[src/rtl/wrp_pkg.sv]
// Shared types, codes and waveform tables of the waveform record and playback block.
`timescale 1ns / 1ps

package wrp_pkg;

    // Buffer and table geometry
    localparam int SAMPLES  = 20;
    localparam int POS_W    = 5;
    localparam int SAMPLE_W = 10;
    localparam logic [POS_W-1:0] SAMPLES_POS = POS_W'(SAMPLES);

    // Operating modes
    localparam logic [2:0] MODE_IDLE = 3'd0;
    localparam logic [2:0] MODE_SINE = 3'd1;
    localparam logic [2:0] MODE_TRI  = 3'd2;
    localparam logic [2:0] MODE_REC  = 3'd3;
    localparam logic [2:0] MODE_PLAY = 3'd4;

    // Input actions
    localparam logic [1:0] ACT_TICK  = 2'd0;
    localparam logic [1:0] ACT_MODE  = 2'd1;
    localparam logic [1:0] ACT_START = 2'd2;
    localparam logic [1:0] ACT_RANGE = 2'd3;

    // Amplitude in half units
    localparam logic [2:0] AMP_RESET = 3'd5;
    localparam logic [2:0] AMP_MAX   = 3'd5;

    // Configuration register map (word index)
    localparam logic ADDR_ADC_TEN_BIT = 1'b0;

    // Item information carried from the state update stage to the scaling stage
    typedef struct packed {
        logic [7:0]       tone_dac;
        logic             tone_wr;
        logic             play;
        logic             entry_valid;
        logic [2:0]       mode;
        logic [POS_W-1:0] pos;
        logic             armed;
        logic [1:0]       range_sel;
        logic [2:0]       amp;
    } stage_t;

    typedef struct packed {
        logic [7:0]       dac_value;
        logic             dac_write;
        logic [2:0]       mode_now;
        logic [POS_W-1:0] buffer_position;
        logic             recording_armed;
        logic [1:0]       range_select;
        logic [2:0]       amplitude_halves;
    } result_t;

    function automatic logic [6:0] sine_value(input logic [POS_W-1:0] idx);
        logic [6:0] v;
        case (idx)
            5'd0:    v = 7'd51;
            5'd1:    v = 7'd67;
            5'd2:    v = 7'd81;
            5'd3:    v = 7'd92;
            5'd4:    v = 7'd100;
            5'd5:    v = 7'd102;
            5'd6:    v = 7'd100;
            5'd7:    v = 7'd92;
            5'd8:    v = 7'd81;
            5'd9:    v = 7'd67;
            5'd10:   v = 7'd51;
            5'd11:   v = 7'd35;
            5'd12:   v = 7'd21;
            5'd13:   v = 7'd10;
            5'd14:   v = 7'd2;
            5'd15:   v = 7'd0;
            5'd16:   v = 7'd2;
            5'd17:   v = 7'd10;
            5'd18:   v = 7'd21;
            5'd19:   v = 7'd35;
            default: v = 7'd0;
        endcase
        return v;
    endfunction

    function automatic logic [6:0] tri_value(input logic [POS_W-1:0] idx);
        logic [6:0] v;
        case (idx)
            5'd0:    v = 7'd51;
            5'd1:    v = 7'd61;
            5'd2:    v = 7'd71;
            5'd3:    v = 7'd82;
            5'd4:    v = 7'd92;
            5'd5:    v = 7'd102;
            5'd6:    v = 7'd92;
            5'd7:    v = 7'd82;
            5'd8:    v = 7'd71;
            5'd9:    v = 7'd61;
            5'd10:   v = 7'd51;
            5'd11:   v = 7'd41;
            5'd12:   v = 7'd31;
            5'd13:   v = 7'd20;
            5'd14:   v = 7'd10;
            5'd15:   v = 7'd0;
            5'd16:   v = 7'd10;
            5'd17:   v = 7'd20;
            5'd18:   v = 7'd31;
            5'd19:   v = 7'd41;
            default: v = 7'd0;
        endcase
        return v;
    endfunction

endpackage

[src/rtl/wrp_ram.sv]
// Generic single-write, single-read synchronous RAM with registered read data.
`timescale 1ns / 1ps

module wrp_ram #(
    parameter int WIDTH = 10,
    parameter int DEPTH = 20
) (
    input  logic                     clk,
    input  logic                     wr_en,
    input  logic [$clog2(DEPTH)-1:0] wr_addr,
    input  logic [WIDTH-1:0]         wr_data,
    input  logic                     rd_en,
    input  logic [$clog2(DEPTH)-1:0] rd_addr,
    output logic [WIDTH-1:0]         rd_data
);

    logic [WIDTH-1:0] mem_reg [DEPTH];
    logic [WIDTH-1:0] rd_data_reg;

    always_ff @(posedge clk)
    begin
        if (wr_en)
        begin
            mem_reg[wr_addr] <= wr_data;
        end
        if (rd_en)
        begin
            rd_data_reg <= mem_reg[rd_addr];
        end
    end

    assign rd_data = rd_data_reg;

endmodule

[src/rtl/wrp_ctrl.sv]
// Mode, position, amplitude and range state, buffer addressing and tone sample generation.
`timescale 1ns / 1ps

module wrp_ctrl (
    input  logic                         clk,
    input  logic                         rst_n,
    input  logic                         accept,
    input  logic [1:0]                   action,
    input  logic [wrp_pkg::SAMPLE_W-1:0] adc_sample,
    output logic                         ram_wr_en,
    output logic [wrp_pkg::POS_W-1:0]    ram_wr_addr,
    output logic [wrp_pkg::SAMPLE_W-1:0] ram_wr_data,
    output logic                         ram_rd_en,
    output logic [wrp_pkg::POS_W-1:0]    ram_rd_addr,
    output wrp_pkg::stage_t              info
);

    logic [2:0]                   mode_reg, mode_next;
    logic [wrp_pkg::POS_W-1:0]    pos_reg, pos_next;
    logic                         armed_reg, armed_next;
    logic [2:0]                   amp_reg, amp_next;
    logic [1:0]                   range_reg, range_next;
    logic [wrp_pkg::SAMPLES-1:0]  filled_reg, filled_next;
    wrp_pkg::stage_t              info_reg, info_next;

    logic                         tone;
    logic [wrp_pkg::POS_W-1:0]    ridx;
    logic [wrp_pkg::POS_W-1:0]    ridx_inc;
    logic [wrp_pkg::POS_W-1:0]    pos_wrap;
    logic [6:0]                   tab_val;
    logic [9:0]                   tone_prod;
    logic [8:0]                   tone_half;
    logic [3:0]                   amp_sum;
    logic                         rec_write;
    logic                         play_read;

    always_comb
    begin
        tone      = mode_reg inside {wrp_pkg::MODE_SINE, wrp_pkg::MODE_TRI};
        ridx      = (pos_reg < wrp_pkg::SAMPLES_POS) ? pos_reg : '0;
        ridx_inc  = ridx + 5'd1;
        pos_wrap  = (ridx_inc >= wrp_pkg::SAMPLES_POS) ? '0 : ridx_inc;
        tab_val   = (mode_reg == wrp_pkg::MODE_SINE) ? wrp_pkg::sine_value(ridx)
                                                     : wrp_pkg::tri_value(ridx);
        tone_prod = 10'(tab_val) * 10'(amp_reg);
        tone_half = tone_prod[9:1];
        amp_sum   = {1'b0, amp_reg} + 4'd2;

        mode_next   = mode_reg;
        pos_next    = pos_reg;
        armed_next  = armed_reg;
        amp_next    = amp_reg;
        range_next  = range_reg;
        filled_next = filled_reg;
        rec_write   = 1'b0;
        play_read   = 1'b0;

        info_next.tone_dac    = 8'd0;
        info_next.tone_wr     = 1'b0;
        info_next.play        = 1'b0;
        info_next.entry_valid = filled_reg[ridx];

        case (action)
            wrp_pkg::ACT_TICK:
            begin
                if (tone)
                begin
                    info_next.tone_dac = (tone_half > 9'd255) ? 8'hFF : tone_half[7:0];
                    info_next.tone_wr  = 1'b1;
                    pos_next           = pos_wrap;
                end
                else if (mode_reg == wrp_pkg::MODE_PLAY)
                begin
                    info_next.play = 1'b1;
                    play_read      = 1'b1;
                    pos_next       = pos_wrap;
                end
                else if (mode_reg == wrp_pkg::MODE_REC)
                begin
                    if (armed_reg && (pos_reg < wrp_pkg::SAMPLES_POS))
                    begin
                        rec_write            = 1'b1;
                        filled_next[pos_reg] = 1'b1;
                        pos_next             = pos_reg + 5'd1;
                    end
                end
            end
            wrp_pkg::ACT_MODE:
            begin
                mode_next  = (mode_reg >= wrp_pkg::MODE_PLAY) ? wrp_pkg::MODE_IDLE
                                                              : mode_reg + 3'd1;
                pos_next   = '0;
                armed_next = 1'b0;
            end
            wrp_pkg::ACT_START:
            begin
                if (mode_reg inside {wrp_pkg::MODE_REC, wrp_pkg::MODE_PLAY})
                begin
                    pos_next   = '0;
                    armed_next = 1'b1;
                end
                else if (tone)
                begin
                    amp_next = (amp_sum > {1'b0, wrp_pkg::AMP_MAX}) ? 3'd0 : amp_sum[2:0];
                end
            end
            wrp_pkg::ACT_RANGE:
            begin
                if (tone)
                begin
                    range_next = (range_reg >= 2'd2) ? 2'd0 : range_reg + 2'd1;
                end
            end
            default:
            begin
                mode_next = mode_reg;
            end
        endcase

        info_next.mode      = mode_next;
        info_next.pos       = pos_next;
        info_next.armed     = armed_next;
        info_next.range_sel = range_next;
        info_next.amp       = amp_next;
    end

    // Each item touches the buffer at most once, so a write and a read never meet in the same
    // cycle, and a read in the cycle after a write already sees the new entry.
    assign ram_wr_en   = accept && rec_write;
    assign ram_wr_addr = pos_reg;
    assign ram_wr_data = adc_sample;
    assign ram_rd_en   = accept && play_read;
    assign ram_rd_addr = ridx;

    always_ff @(posedge clk or negedge rst_n)
    begin
        if (!rst_n)
        begin
            mode_reg   <= wrp_pkg::MODE_REC;
            pos_reg    <= '0;
            armed_reg  <= 1'b0;
            amp_reg    <= wrp_pkg::AMP_RESET;
            range_reg  <= 2'd0;
            filled_reg <= '0;
        end
        else if (accept)
        begin
            mode_reg   <= mode_next;
            pos_reg    <= pos_next;
            armed_reg  <= armed_next;
            amp_reg    <= amp_next;
            range_reg  <= range_next;
            filled_reg <= filled_next;
        end
    end

    always_ff @(posedge clk)
    begin
        if (accept)
        begin
            info_reg <= info_next;
        end
    end

    assign info = info_reg;

endmodule

[src/rtl/wrp_scale.sv]
// Playback scaling, result register and the flow control of both channels.
`timescale 1ns / 1ps

module wrp_scale (
    input  logic                         clk,
    input  logic                         rst_n,
    input  logic                         in_valid,
    output logic                         in_ready,
    output logic                         accept,
    input  logic                         out_ready,
    output logic                         out_valid,
    input  wrp_pkg::stage_t              info,
    input  logic [wrp_pkg::SAMPLE_W-1:0] rd_data,
    input  logic                         adc_ten_bit,
    output wrp_pkg::result_t             result
);

    logic             s1_valid_reg, s1_valid_next;
    logic             out_valid_reg, out_valid_next;
    wrp_pkg::result_t result_reg, result_next;

    logic             s1_adv;
    logic [9:0]       smp;
    logic [17:0]      prod;
    logic [17:0]      q_sum;
    logic [7:0]       q_est;
    logic [18:0]      rem;
    logic [8:0]       q_fix;
    logic [7:0]       play_val;

    assign s1_adv   = s1_valid_reg && (!out_valid_reg || out_ready);
    assign in_ready = !s1_valid_reg || s1_adv;
    assign accept   = in_valid && in_ready;

    always_comb
    begin
        // Entries never written since reset read as zero.
        smp   = info.entry_valid ? rd_data : 10'd0;
        prod  = {smp, 8'd0} - 18'(smp);
        // Division by 1023 via 1/1024 + 1/1024^2, then one correction step.
        q_sum = prod + (prod >> 10);
        q_est = q_sum[17:10];
        rem   = 19'(prod) - {1'b0, q_est, 10'd0} + 19'(q_est);
        q_fix = (rem >= 19'd1023) ? {1'b0, q_est} + 9'd1 : {1'b0, q_est};

        if (adc_ten_bit)
        begin
            play_val = q_fix[7:0];
        end
        else
        begin
            play_val = (smp > 10'd255) ? 8'hFF : smp[7:0];
        end

        result_next.dac_value        = info.play ? play_val : info.tone_dac;
        result_next.dac_write        = info.play || info.tone_wr;
        result_next.mode_now         = info.mode;
        result_next.buffer_position  = info.pos;
        result_next.recording_armed  = info.armed;
        result_next.range_select     = info.range_sel;
        result_next.amplitude_halves = info.amp;

        s1_valid_next  = accept ? 1'b1 : (s1_adv ? 1'b0 : s1_valid_reg);
        out_valid_next = s1_adv ? 1'b1 : (out_ready ? 1'b0 : out_valid_reg);
    end

    always_ff @(posedge clk or negedge rst_n)
    begin
        if (!rst_n)
        begin
            s1_valid_reg  <= 1'b0;
            out_valid_reg <= 1'b0;
        end
        else
        begin
            s1_valid_reg  <= s1_valid_next;
            out_valid_reg <= out_valid_next;
        end
    end

    always_ff @(posedge clk)
    begin
        if (s1_adv)
        begin
            result_reg <= result_next;
        end
    end

    assign out_valid = out_valid_reg;
    assign result    = result_reg;

endmodule

[src/rtl/waveform_record_playback_top.sv]
// Top level of the waveform record and playback generator with its configuration port.
`timescale 1ns / 1ps

// Five-mode DAC sample generator: idle, sine, triangle, record and playback. Each input beat
// is a sample tick or a button event and yields exactly one result beat that reports the state
// after it. One beat is accepted every cycle while the result side keeps up. An accepted beat
// passes two register stages, the registered read of the 20-entry sample buffer and then the
// result register, before its result beat is shown, and waits in the first stage while the
// result side stalls. The buffer starts cleared after reset without a clearing pass: per-entry
// fill flags make unwritten entries read as zero. The register adc_ten_bit (byte address 0)
// selects 10-bit or 8-bit full scale for playback and may only be written while no beat is in
// flight.
module waveform_record_playback_top (
    input  logic        clk,
    input  logic        rst_n,
    input  logic        psel,
    input  logic        penable,
    input  logic        pwrite,
    input  logic [2:0]  paddr,
    input  logic [31:0] pwdata,
    output logic [31:0] prdata,
    output logic        pready,
    input  logic        in_valid,
    output logic        in_ready,
    input  logic [1:0]  action,
    input  logic [9:0]  adc_sample,
    output logic        out_valid,
    input  logic        out_ready,
    output logic [7:0]  dac_value,
    output logic        dac_write,
    output logic [2:0]  mode_now,
    output logic [4:0]  buffer_position,
    output logic        recording_armed,
    output logic [1:0]  range_select,
    output logic [2:0]  amplitude_halves
);

    logic                         adc_ten_bit_reg, adc_ten_bit_next;
    logic                         cfg_wr;
    logic                         accept;
    logic                         ram_wr_en;
    logic [wrp_pkg::POS_W-1:0]    ram_wr_addr;
    logic [wrp_pkg::SAMPLE_W-1:0] ram_wr_data;
    logic                         ram_rd_en;
    logic [wrp_pkg::POS_W-1:0]    ram_rd_addr;
    logic [wrp_pkg::SAMPLE_W-1:0] ram_rd_data;
    wrp_pkg::stage_t              info;
    wrp_pkg::result_t             result;

    assign pready = 1'b1;
    assign cfg_wr = psel && penable && pwrite && pready;

    always_comb
    begin
        adc_ten_bit_next = adc_ten_bit_reg;
        if (cfg_wr && (paddr[2] == wrp_pkg::ADDR_ADC_TEN_BIT))
        begin
            adc_ten_bit_next = pwdata[0];
        end
        prdata = (paddr[2] == wrp_pkg::ADDR_ADC_TEN_BIT) ? {31'd0, adc_ten_bit_reg} : 32'd0;
    end

    always_ff @(posedge clk or negedge rst_n)
    begin
        if (!rst_n)
        begin
            adc_ten_bit_reg <= 1'b1;
        end
        else
        begin
            adc_ten_bit_reg <= adc_ten_bit_next;
        end
    end

    wrp_ctrl u_ctrl (
        .clk         (clk),
        .rst_n       (rst_n),
        .accept      (accept),
        .action      (action),
        .adc_sample  (adc_sample),
        .ram_wr_en   (ram_wr_en),
        .ram_wr_addr (ram_wr_addr),
        .ram_wr_data (ram_wr_data),
        .ram_rd_en   (ram_rd_en),
        .ram_rd_addr (ram_rd_addr),
        .info        (info)
    );

    wrp_ram #(
        .WIDTH (wrp_pkg::SAMPLE_W),
        .DEPTH (wrp_pkg::SAMPLES)
    ) u_store (
        .clk     (clk),
        .wr_en   (ram_wr_en),
        .wr_addr (ram_wr_addr),
        .wr_data (ram_wr_data),
        .rd_en   (ram_rd_en),
        .rd_addr (ram_rd_addr),
        .rd_data (ram_rd_data)
    );

    wrp_scale u_scale (
        .clk         (clk),
        .rst_n       (rst_n),
        .in_valid    (in_valid),
        .in_ready    (in_ready),
        .accept      (accept),
        .out_ready   (out_ready),
        .out_valid   (out_valid),
        .info        (info),
        .rd_data     (ram_rd_data),
        .adc_ten_bit (adc_ten_bit_reg),
        .result      (result)
    );

    assign dac_value        = result.dac_value;
    assign dac_write        = result.dac_write;
    assign mode_now         = result.mode_now;
    assign buffer_position  = result.buffer_position;
    assign recording_armed  = result.recording_armed;
    assign range_select     = result.range_select;
    assign amplitude_halves = result.amplitude_halves;

endmodule

[config.mk]
export PLATFORM = sky130hd
export DESIGN_NAME = waveform_record_playback_top
export DESIGN_NICKNAME = d
export VERILOG_FILES = /design/src/rtl/wrp_pkg.sv /design/src/rtl/wrp_ram.sv /design/src/rtl/wrp_ctrl.sv /design/src/rtl/wrp_scale.sv /design/src/rtl/waveform_record_playback_top.sv
export SDC_FILE = /design/constraint.sdc
export NUM_CORES = 1
export LEC_CHECK = 0
export BUFFER_PORTS_ARGS = -buffer_cell sky130_fd_sc_hd__buf_2
export CORE_AREA = 2 2 202 204
export CTS_BUF_LIST = sky130_fd_sc_hd__clkbuf_8
export DETAILED_ROUTE_END_ITERATION = 10
export DIE_AREA = 0 0 204 206
export MAX_ROUTING_LAYER = met4
export PLACE_DENSITY = 0.62
export SKIP_CTS_REPAIR_TIMING = 1
export SLEW_MARGIN = 20
export SYNTH_ARGS = -nofsm -noshare
export SYNTH_HDL_FRONTEND = slang
export SYNTH_SLANG_ARGS = --single-unit
[constraint.sdc]
create_clock -name clk -period 9.3 [get_ports clk]
set_input_delay 0.93 -clock clk [delete_from_list [all_inputs] [get_ports clk]]
set_output_delay 0.93 -clock clk [all_outputs]
set_load 0.02 [all_outputs]
==> results.yml, run 1 <==
pwr:
  total_power_mw: 3.29
  cellLeakagePower_nw: 6.65
  power_density_mw_per_mm2: 191
  vdd_ir_drop_max_v: 0.000102
logic_synthesis:
  synth_top_area_cell: "edfxtp_1"
  synthFlopType: "edfxtp_1"
  async_flop_share_pct: 12.5
  synthCells: 1501
  synth_edf_count: 258
  ys_top_cells_by_area: "edfxtp_1, nand2_1, ha_1, dfrtp_1, a21oi_1"
  ys_ff_latch: 295
  ys_seq_area_share_pct: 55.3
  yosysWarnings: 0
  synth.top_cell.area_share_pct: 49.4
  syn_area_per_cell_um2: 10.5
  netlist_area_mm2: 0.0157
  yosysUniqueCellTypes: 85
worst_setup_path:
  crit_path_frequent_cell: "ha_1"
  crit_path_top_delay_cell: "a2111oi_0"
  path_class: "reg -> reg"
  critPathCaptureType: "flip-flop"
  cp_max_fo: 11
  worstPathArrival_ps: 8690
  ff2ff_path_depth: 29
  r2r_start: "u_store.rd_data[0]"
  cp-startpoint: "u_store.rd_data[0]"
  worstSetupStartpointType: "flip-flop"
  crit_required_ps: 9620
  slowest_delay_ps: 680
  reg2reg_slack_ps: 930
  r2r_end: "u_scale.result[16]"
die:
  io_pins: 112
  die_x_um: 204
  core_area_mm2: 0.0402
  dieArea_mm2: 0.0420
  rows: 74
  die_h_um: 206
  initial_utilization_pct: 39.1
cts:
  h-tree-depth: 2
  clockBufferDepth: 3
  path_clk_slew_ps: 70
  cts_tree: "built"
  clock_latency_ps: 590
  numCtsBuffers: 46
  root_buffer: "clkbuf_8"
  clock_sinks: 295
sta:
  fin_skew_ps: 26.2
  rsz0062_at_grt: "no"
  drv_slew: 0
  finalCriticalPeriod_ps: 8370
  worst_pin_slew_ps: 1110
  slew_headroom_pct: 25.9
  final.setup.tns_ps: 0
  finalSetupViolCount: 0
  hold_slack_ps: 416
  hold_viol: 0
  fmax_mhz: 119
  finalCritPeriodShare_pct: 90.0
hold_path:
  hold_path_depth: 0
  min_to: "u_scale.result[8]"
  min_path_type: "reg -> reg"
  hp-start: "u_ctrl.info[8]"
finish:
  final_common_cell: "nand2_1"
  n_antenna_cell: 0
  layout.nets: 1671
  final_cell_mix: "nand2_1, edfxtp_1, a21oi_1"
  final_area_mm2: 0.0172
  area_growth_pct: 9.78
  layout-drive-gt1-share_pct: 11.7
  largest_reg_flops: 200
grt:
  grt_pass1_vias: 11000
  grt_util_all_layers_pct: 18.2
  grt_overflow_total: 0
  grt_pass1_wl_um: 58900
  grt_max_degree: 90
  antenna_found_initial: 0
placed_design:
  gp_congestion: 0.868
  dpl.hpwl_um: 24000
  io_buffers: 46
  placed_area_mm2: 0.0163
flow_run:
  max_cap_viol_count: 0
detailed_routing:
  ant_nets: 0
  wirelength_um: 36500
  vias_per_cell: 5.35
  drtPass1Iterations: 5
  drc_errors: 0
  drtIter0Drc: 945
  vias: 11300
  wl_per_cell_um: 17.3
status:
  status: "complete, no violations"
-- area by class of cell --
| class | instances | area (um^2) |
|---|---|---|
| fillers | 3821 | 23000 |
| flip-flops and latches | 295 | 8680 |
| multi-input cells | 1057 | 6340 |
| clock buffers | 54 | 743 |
| well taps | 532 | 666 |
| repair buffers | 62 | 350 |
| inverters | 73 | 275 |
| clock inverters | 30 | 178 |
-- stage by stage --
| step | std cells | utilization [%] | setup slack, ps |
|---|---|---|---|
| 2_1_floorplan | 1531 | - | 1620 |
| 3_3_place_gp | 2019 | 40.6 | 1060 |
| 3_5_place_dp | 2019 | 40.6 | 1040 |
| 4_1_cts | 2103 | 42.9 | 1000 |
| 5_1_grt | 2103 | 42.9 | 297 |
| 6_report | 2103 | 42.9 | 926 |
-- cells by family (layout without fill, tap and decap cells) --
family	after synthesis	in the layout	share of synthesized area, %
XOR/XNOR	34	34	2.02
AND/OR/NAND/NOR	564	564	16.7
other	2	32	0.0478
adder cells (fa/ha/maj)	82	82	6.82
buffers and inverters	179	219	5.14
multiplexers	18	18	1.28
flip-flops	295	295	55.3
AO/OA/AOI/OAI	327	327	12.7
-- layer usage --
layer / track usage [%] / vias up / share of wire, %
met5: - / - / 0
met4: 5.31 / 0 / 2.2
met3: 2.96 / 60 / 6.0
met2: 29.3 / 351 / 47
met1: 23.8 / 5440 / 45
li1: - / 5403 / -
-- synth_stat cells, drive strengths merged (5+ instances only) --
library cell / n
o21ai: 75
nor2: 69
mux2i: 10
o221ai: 6
a21o: 6
mux2: 7
o22ai: 36
nand3: 79
o211ai: 15
nand2b: 15
edfxtp: 258
inv: 72
o31ai: 5
xnor2: 26
nor2b: 9
nor4: 6
or2: 25
and3: 12
xor2: 8
dfrtp: 32
a21oi: 123
a211oi: 6
a31oi: 11
nand2: 272
or3: 13
and2: 9
dfstp: 5
nand3b: 5
clkbuf: 60
buf: 46
ha: 76
nor3: 35
fa: 6
o21bai: 6
-- report_power, final --
group | internal, mW | switching, mW
Combinational | 0.226 | 0.448
Clock | 0.561 | 0.518
Sequential | 1.50 | 0.0406
Total | 2.28 | 1.01
-- how the worst max path moves through the flow --
stage	end	slack, ps	cells after the start
after global routing	u_scale.result[16]	300	29
after floorplan	u_scale.result[16]	1620	32
after CTS	u_scale.result[16]	1000	29
after detailed placement	u_scale.result[16]	1040	29
final	u_scale.result[16]	930	29
after global placement	u_scale.result[16]	1060	29
-- worst max-delay path, delay by kind of cell (launching register included) --
family	cells	cell delay (ps)
adder cells (fa/ha/maj)	5	1610
buffers and inverters	3	380
AO/OA/AOI/OAI	12	2980
multiplexers	3	850
AND/OR/NAND/NOR	6	1750
flip-flops	1	550
Power figures use the tool's default switching activity.
==> run 2, diff against run 1 <==
PLACE_DENSITY = 0.64   (was 0.62)
clock period = 7.2 ns   (was 9.3 ns; I/O delays follow)
==> run 2 against run 1 <==
  * Total power is 31% higher
  * First-iteration DRC count is 0.85% lower
  * Final cell count increased by 2.5%
  * Worst setup slack lost 670 ps
  * Maximum frequency up 21%
  * Register-to-register slack worse by 670 ps
  * Sequential cell count stayed put
  * Via count up 1.2%
  * Critical path depth unchanged
  * Worst hold slack got worse by 150 ps
  * Clock skew rose by 7.8 ps
  * Core utilization grew 1.3 points
  * Largest cell class unchanged
  * Largest power group unchanged
==> results.yml, run 2 (synthesized netlist as in run 1, its figures left out) <==
flow_run:
  max_cap_viol_count: 0
sta:
  worst_pin_slew_ps: 1100
  finalCriticalPeriod_ps: 6940
  hold_viol: 0
  finalCritPeriodShare_pct: 96.4
  fmax_mhz: 144
  slew_headroom_pct: 26.5
  drv_slew: 0
  fin_skew_ps: 34.0
  finalSetupViolCount: 0
worst_setup_path:
  r2r_start: "u_store.rd_data[2]"
  ff2ff_path_depth: 29
  crit_path_frequent_cell: "ha_1"
  r2r_end: "u_scale.result[16]"
  worstSetupEndpoint: "u_scale.result[16]"
  cp_max_fo: 12
  critPathCaptureType: "flip-flop"
  worstSetupStartpointType: "flip-flop"
  cp-startpoint: "u_store.rd_data[2]"
  worstPathArrival_ps: 7260
  reg2reg_slack_ps: 260
  worst-path-stages: 29
  cp_num_buf_inv: 4
  path_class: "reg -> reg"
  crit_path_top_delay_cell: "edfxtp_1"
  crit_required_ps: 7520
  cpLargestDelayFamily: "compound AO/OA/AOI/OAI gates"
  slowest_delay_ps: 400
die:
  rows: 74
  die_h_um: 206
  core_area_mm2: 0.0402
  dieArea_mm2: 0.0420
  initial_utilization_pct: 39.1
  io_pins: 112
  die_x_um: 204
cts:
  cts_tree: "built"
  path_clk_slew_ps: 60
  root_buffer: "clkbuf_8"
  clock_latency_ps: 600
  h-tree-depth: 2
  clockBufferDepth: 3
  numCtsBuffers: 47
  clock_sinks: 295
finish:
  layout-drive-gt1-share_pct: 15.8
  fin_cells: 2155
  layout.nets: 1721
  n_antenna_cell: 0
  largest_reg_flops: 200
  area_growth_pct: 13.2
  final_cell_mix: "nand2_1, edfxtp_1, a21oi_1"
  final_common_cell: "nand2_1"
  fin_util_pct: 44.2
status:
  status: "complete, no violations"
pwr:
  seqPwrFrac_pct: 46.2
  power_density_mw_per_mm2: 242
  total_power_mw: 4.30
  cellLeakagePower_nw: 6.93
  p_clk_share_pct: 32.2
  vdd_ir_drop_max_v: 0.000108
  p_sw_share_pct: 30.6
  combPwrFrac_pct: 21.7
  power.internal_mw: 2.98
  power.switching_mw: 1.32
detailed_routing:
  wirelength_um: 36600
  drtIter0Drc: 937
  route.top_layer_used: "met4"
  dr_wl_met2_um: 17300
  drt-met1-wl_um: 16800
  drc_errors: 0
  vias: 11400
  wl_met3_um: 1730
  wl_per_cell_um: 17.0
  drtPass1Iterations: 5
  ant_nets: 0
  vias_per_cell: 5.28
grt:
  antenna_found_initial: 0
  grt_overflow_total: 0
  grt_util_all_layers_pct: 18.0
  grt_max_degree: 60
  grt_pass1_vias: 11200
  grt_pass1_wl_um: 58700
hold_path:
  min_path_type: "in -> async"
placed_design:
  dpl.hpwl_um: 24200
  dp_cells: 2064
  io_buffers: 46
  gp_congestion: 0.867
## run 2: cell count changes in the layout (fill, tap and decap cells not counted), sizes merged
cell and delta:
clkinv -2, buf +49, clkbuf -4, bufinv +1, inv +8
## run 2: area by class of cell
type                    instances  area (um^2)
multi-input cells            1057         6510
flip-flops and latches        295         8680
clock buffers                  50          688
clock inverters                37          218
repair buffers                111          722
inverters                      73          275
fillers                      3759        22400
well taps                     532          666
## run 2: worst reg2reg max path, delay by kind of cell, from the launching register on
kind / cells / cell delay (ps)
buf+inv: 4 / 410
flops: 1 / 400
simple gates: 7 / 1500
fa+ha+maj: 4 / 1080
compound gates: 10 / 2180
mux: 4 / 1110
## run 2: metal layers
| metal | track usage [%] | vias up |
|---|---|---|
| met5 | - | - |
| met4 | 5.46 | 0 |
| met3 | 2.74 | 54 |
| met2 | 29.2 | 315 |
| met1 | 23.4 | 5506 |
| li1 | - | 5514 |
## run 2: worst min path at each step
stage                     slack (ps)              endpoint            from
after global routing             330  u_ctrl.filled_reg[2]           rst_n
after CTS                        280  u_ctrl.filled_reg[2]           rst_n
final                            270  u_ctrl.filled_reg[2]           rst_n
after floorplan                  400     u_scale.result[0]  u_ctrl.info[0]
after global placement           400     u_scale.result[2]  u_ctrl.info[2]
after detailed placement         410     u_scale.result[4]  u_ctrl.info[4]
## run 2: metrics by stage
step | TNS [ps] | hold WS [ps] | setup WS, ps | area, um^2
floorplan | 0 | 400 | 32.3 | 15800
finish | 0 | 270 | 261 | 17800
CTS | -123 | 279 | -84.6 | 17600
detailed placement | 0 | 406 | 12.4 | 16600
global route | -30.7 | 331 | -23.4 | 17800
global placement | 0 | 401 | 148 | 16600
## run 2: power groups by stage
stage               Sequential [mW]  Combinational [mW]  Clock (mW)
finish                         1.98               0.931        1.38
CTS                            1.98               0.911        1.41
global placement               2.01               0.886           0
global route                   1.99                1.05        1.49
detailed placement             2.02               0.905           0
floorplan                      2.01               0.654           0
==> run 3, diff against run 2 <==
CTS_BUF_LIST = unset   (was sky130_fd_sc_hd__clkbuf_8)
SKIP_CTS_REPAIR_TIMING = unset   (was 1)
==> run 3 against run 2 <==
  * Count of clock-buffer cells in the layout down 8
  * Maximum frequency rose by 0.17%
  * Total power up 0.42%
  * Largest cell class unchanged
  * Clock power barely moved
  * Core utilization shrank 0.10 points
  * Final cell count down 1.5%
  * Worst setup slack gained 12 ps
  * Die area did not move
  * Routed wire length fell by 1.3%
  * Critical endpoint unchanged
  * Non-clock buffer count unchanged
==> results.yml, run 3 (synthesized netlist as in run 1, its figures left out) <==
status:
  status: "complete, no violations"
cts:
  root_buffer: "clkbuf_16"
  clock_sinks: 295
  clockBufferDepth: 3
  clock_latency_ps: 560
  cts_tree: "built"
  h-tree-depth: 1
  numCtsBuffers: 29
  path_clk_slew_ps: 60
grt:
  grt_pass1_vias: 11100
  antenna_found_initial: 0
  grt_max_degree: 60
  grt_pass1_wl_um: 57900
  grt_overflow_total: 0
  grt_util_all_layers_pct: 17.7
flow_run:
  max_cap_viol_count: 0
hold_path:
  min_path_type: "in -> async"
pwr:
  power_density_mw_per_mm2: 243
  total_power_mw: 4.31
  cellLeakagePower_nw: 6.81
  vdd_ir_drop_max_v: 0.000135
finish:
  fin_util_pct: 44.1
  final_area_mm2: 0.0177
  layout.nets: 1703
  n_antenna_cell: 0
  layout-drive-gt1-share_pct: 15.1
  area_growth_pct: 12.9
  largest_reg_flops: 200
  final_common_cell: "nand2_1"
  nFillCells: 3732
  final_cell_mix: "nand2_1, edfxtp_1, a21oi_1"
detailed_routing:
  vias_per_cell: 5.35
  ant_nets: 0
  drtIter0Drc: 944
  drc_errors: 0
  vias: 11300
  drtPass1Iterations: 7
  wl_per_cell_um: 17.0
  wirelength_um: 36100
die:
  core_area_mm2: 0.0402
  initial_utilization_pct: 39.1
  rows: 74
  io_pins: 112
  die_h_um: 206
  die_x_um: 204
  dieArea_mm2: 0.0420
sta:
  hold_viol: 0
  fin_skew_ps: 16.1
  finalCritPeriodShare_pct: 96.2
  drv_slew: 0
  worst_pin_slew_ps: 1100
  hold_slack_ps: 324
  finalSetupViolCount: 0
  final.setup.tns_ps: 0
  fmax_mhz: 144
  finalCriticalPeriod_ps: 6930
  slew_headroom_pct: 26.2
placed_design:
  gp_congestion: 0.867
  placed_area_mm2: 0.0166
  io_buffers: 46
  dpl.hpwl_um: 24200
worst_setup_path:
  crit_path_top_delay_cell: "edfxtp_1"
  critPathCaptureType: "flip-flop"
  worstSetupStartpointType: "flip-flop"
  reg2reg_slack_ps: 270
  path_class: "reg -> reg"
  crit_path_frequent_cell: "ha_1"
  crit_required_ps: 7500
  worstPathArrival_ps: 7230
  slowest_delay_ps: 410
  cp_max_fo: 12
==> run 3: timing repair <==
action                                 CTS  global route
gates resized for setup                  2            32
buffers inserted                         0             4
setup endpoints to repair                2             8
hold buffers                             0             0
pin swaps                                0            15
endpoints found under the hold margin    0             0
==> run 3: final timing paths <==
path,from,endpoint,cells past startpoint
min in group clk,in_valid,u_scale.s1_valid_reg,2
max,u_store.rd_data[2],u_scale.result[16],29
max reg2reg,u_store.rd_data[2],u_scale.result[16],29
min reg2reg,u_ctrl.info[8],u_scale.result[8],0
max in group asynchronous,rst_n,u_scale.out_valid,1
min,rst_n,u_ctrl.filled_reg[0],1
==> run 3: power by group <==
group / switching [mW] / internal [mW] / leakage (nW)
registers: 0.0493 / 1.93 / 2.84
logic: 0.602 / 0.329 / 3.55
clock network: 0.632 / 0.769 / 0.425
total: 1.28 / 3.03 / 6.81
==> run 3: routing by layer <==
metal / up-vias / GRT usage, % / part of all wire (%)
li1: 5470 / - / -
met4: 0 / 5.05 / 2.6
met1: 5465 / 23.2 / 46
met5: - / - / 0
met2: 347 / 28.9 / 47
met3: 64 / 2.18 / 4.8
==> run 3: area by class of cell <==
class | count | area (um^2) | area share (%)
clock buffer | 42 | 795 | 4.48
timing repair buffer | 111 | 722 | 4.07
inverter | 73 | 275 | 1.55
multi-input combinational | 1057 | 6510 | 36.7
tap | 532 | 666 | 3.76
clock inverter | 12 | 76.3 | 0.431
sequential | 295 | 8680 | 49.0
==> run 3: critical path, delay by kind of cell, from the launching register on <==
kind,cells,cell delay (ps)
adder cells (fa/ha/maj),4,1070
AND/OR/NAND/NOR,7,1490
multiplexers,4,1110
AO/OA/AOI/OAI,10,2180
flip-flops,1,410
buffers and inverters,4,400
==> run 3: per-stage QoR <==
step                cells  setup slack, ps
detailed placement   2064             12.4
CTS                  2118             37.2
global route         2122            -14.7
finish               2122              273
floorplan            1531             32.3
global placement     2064              148
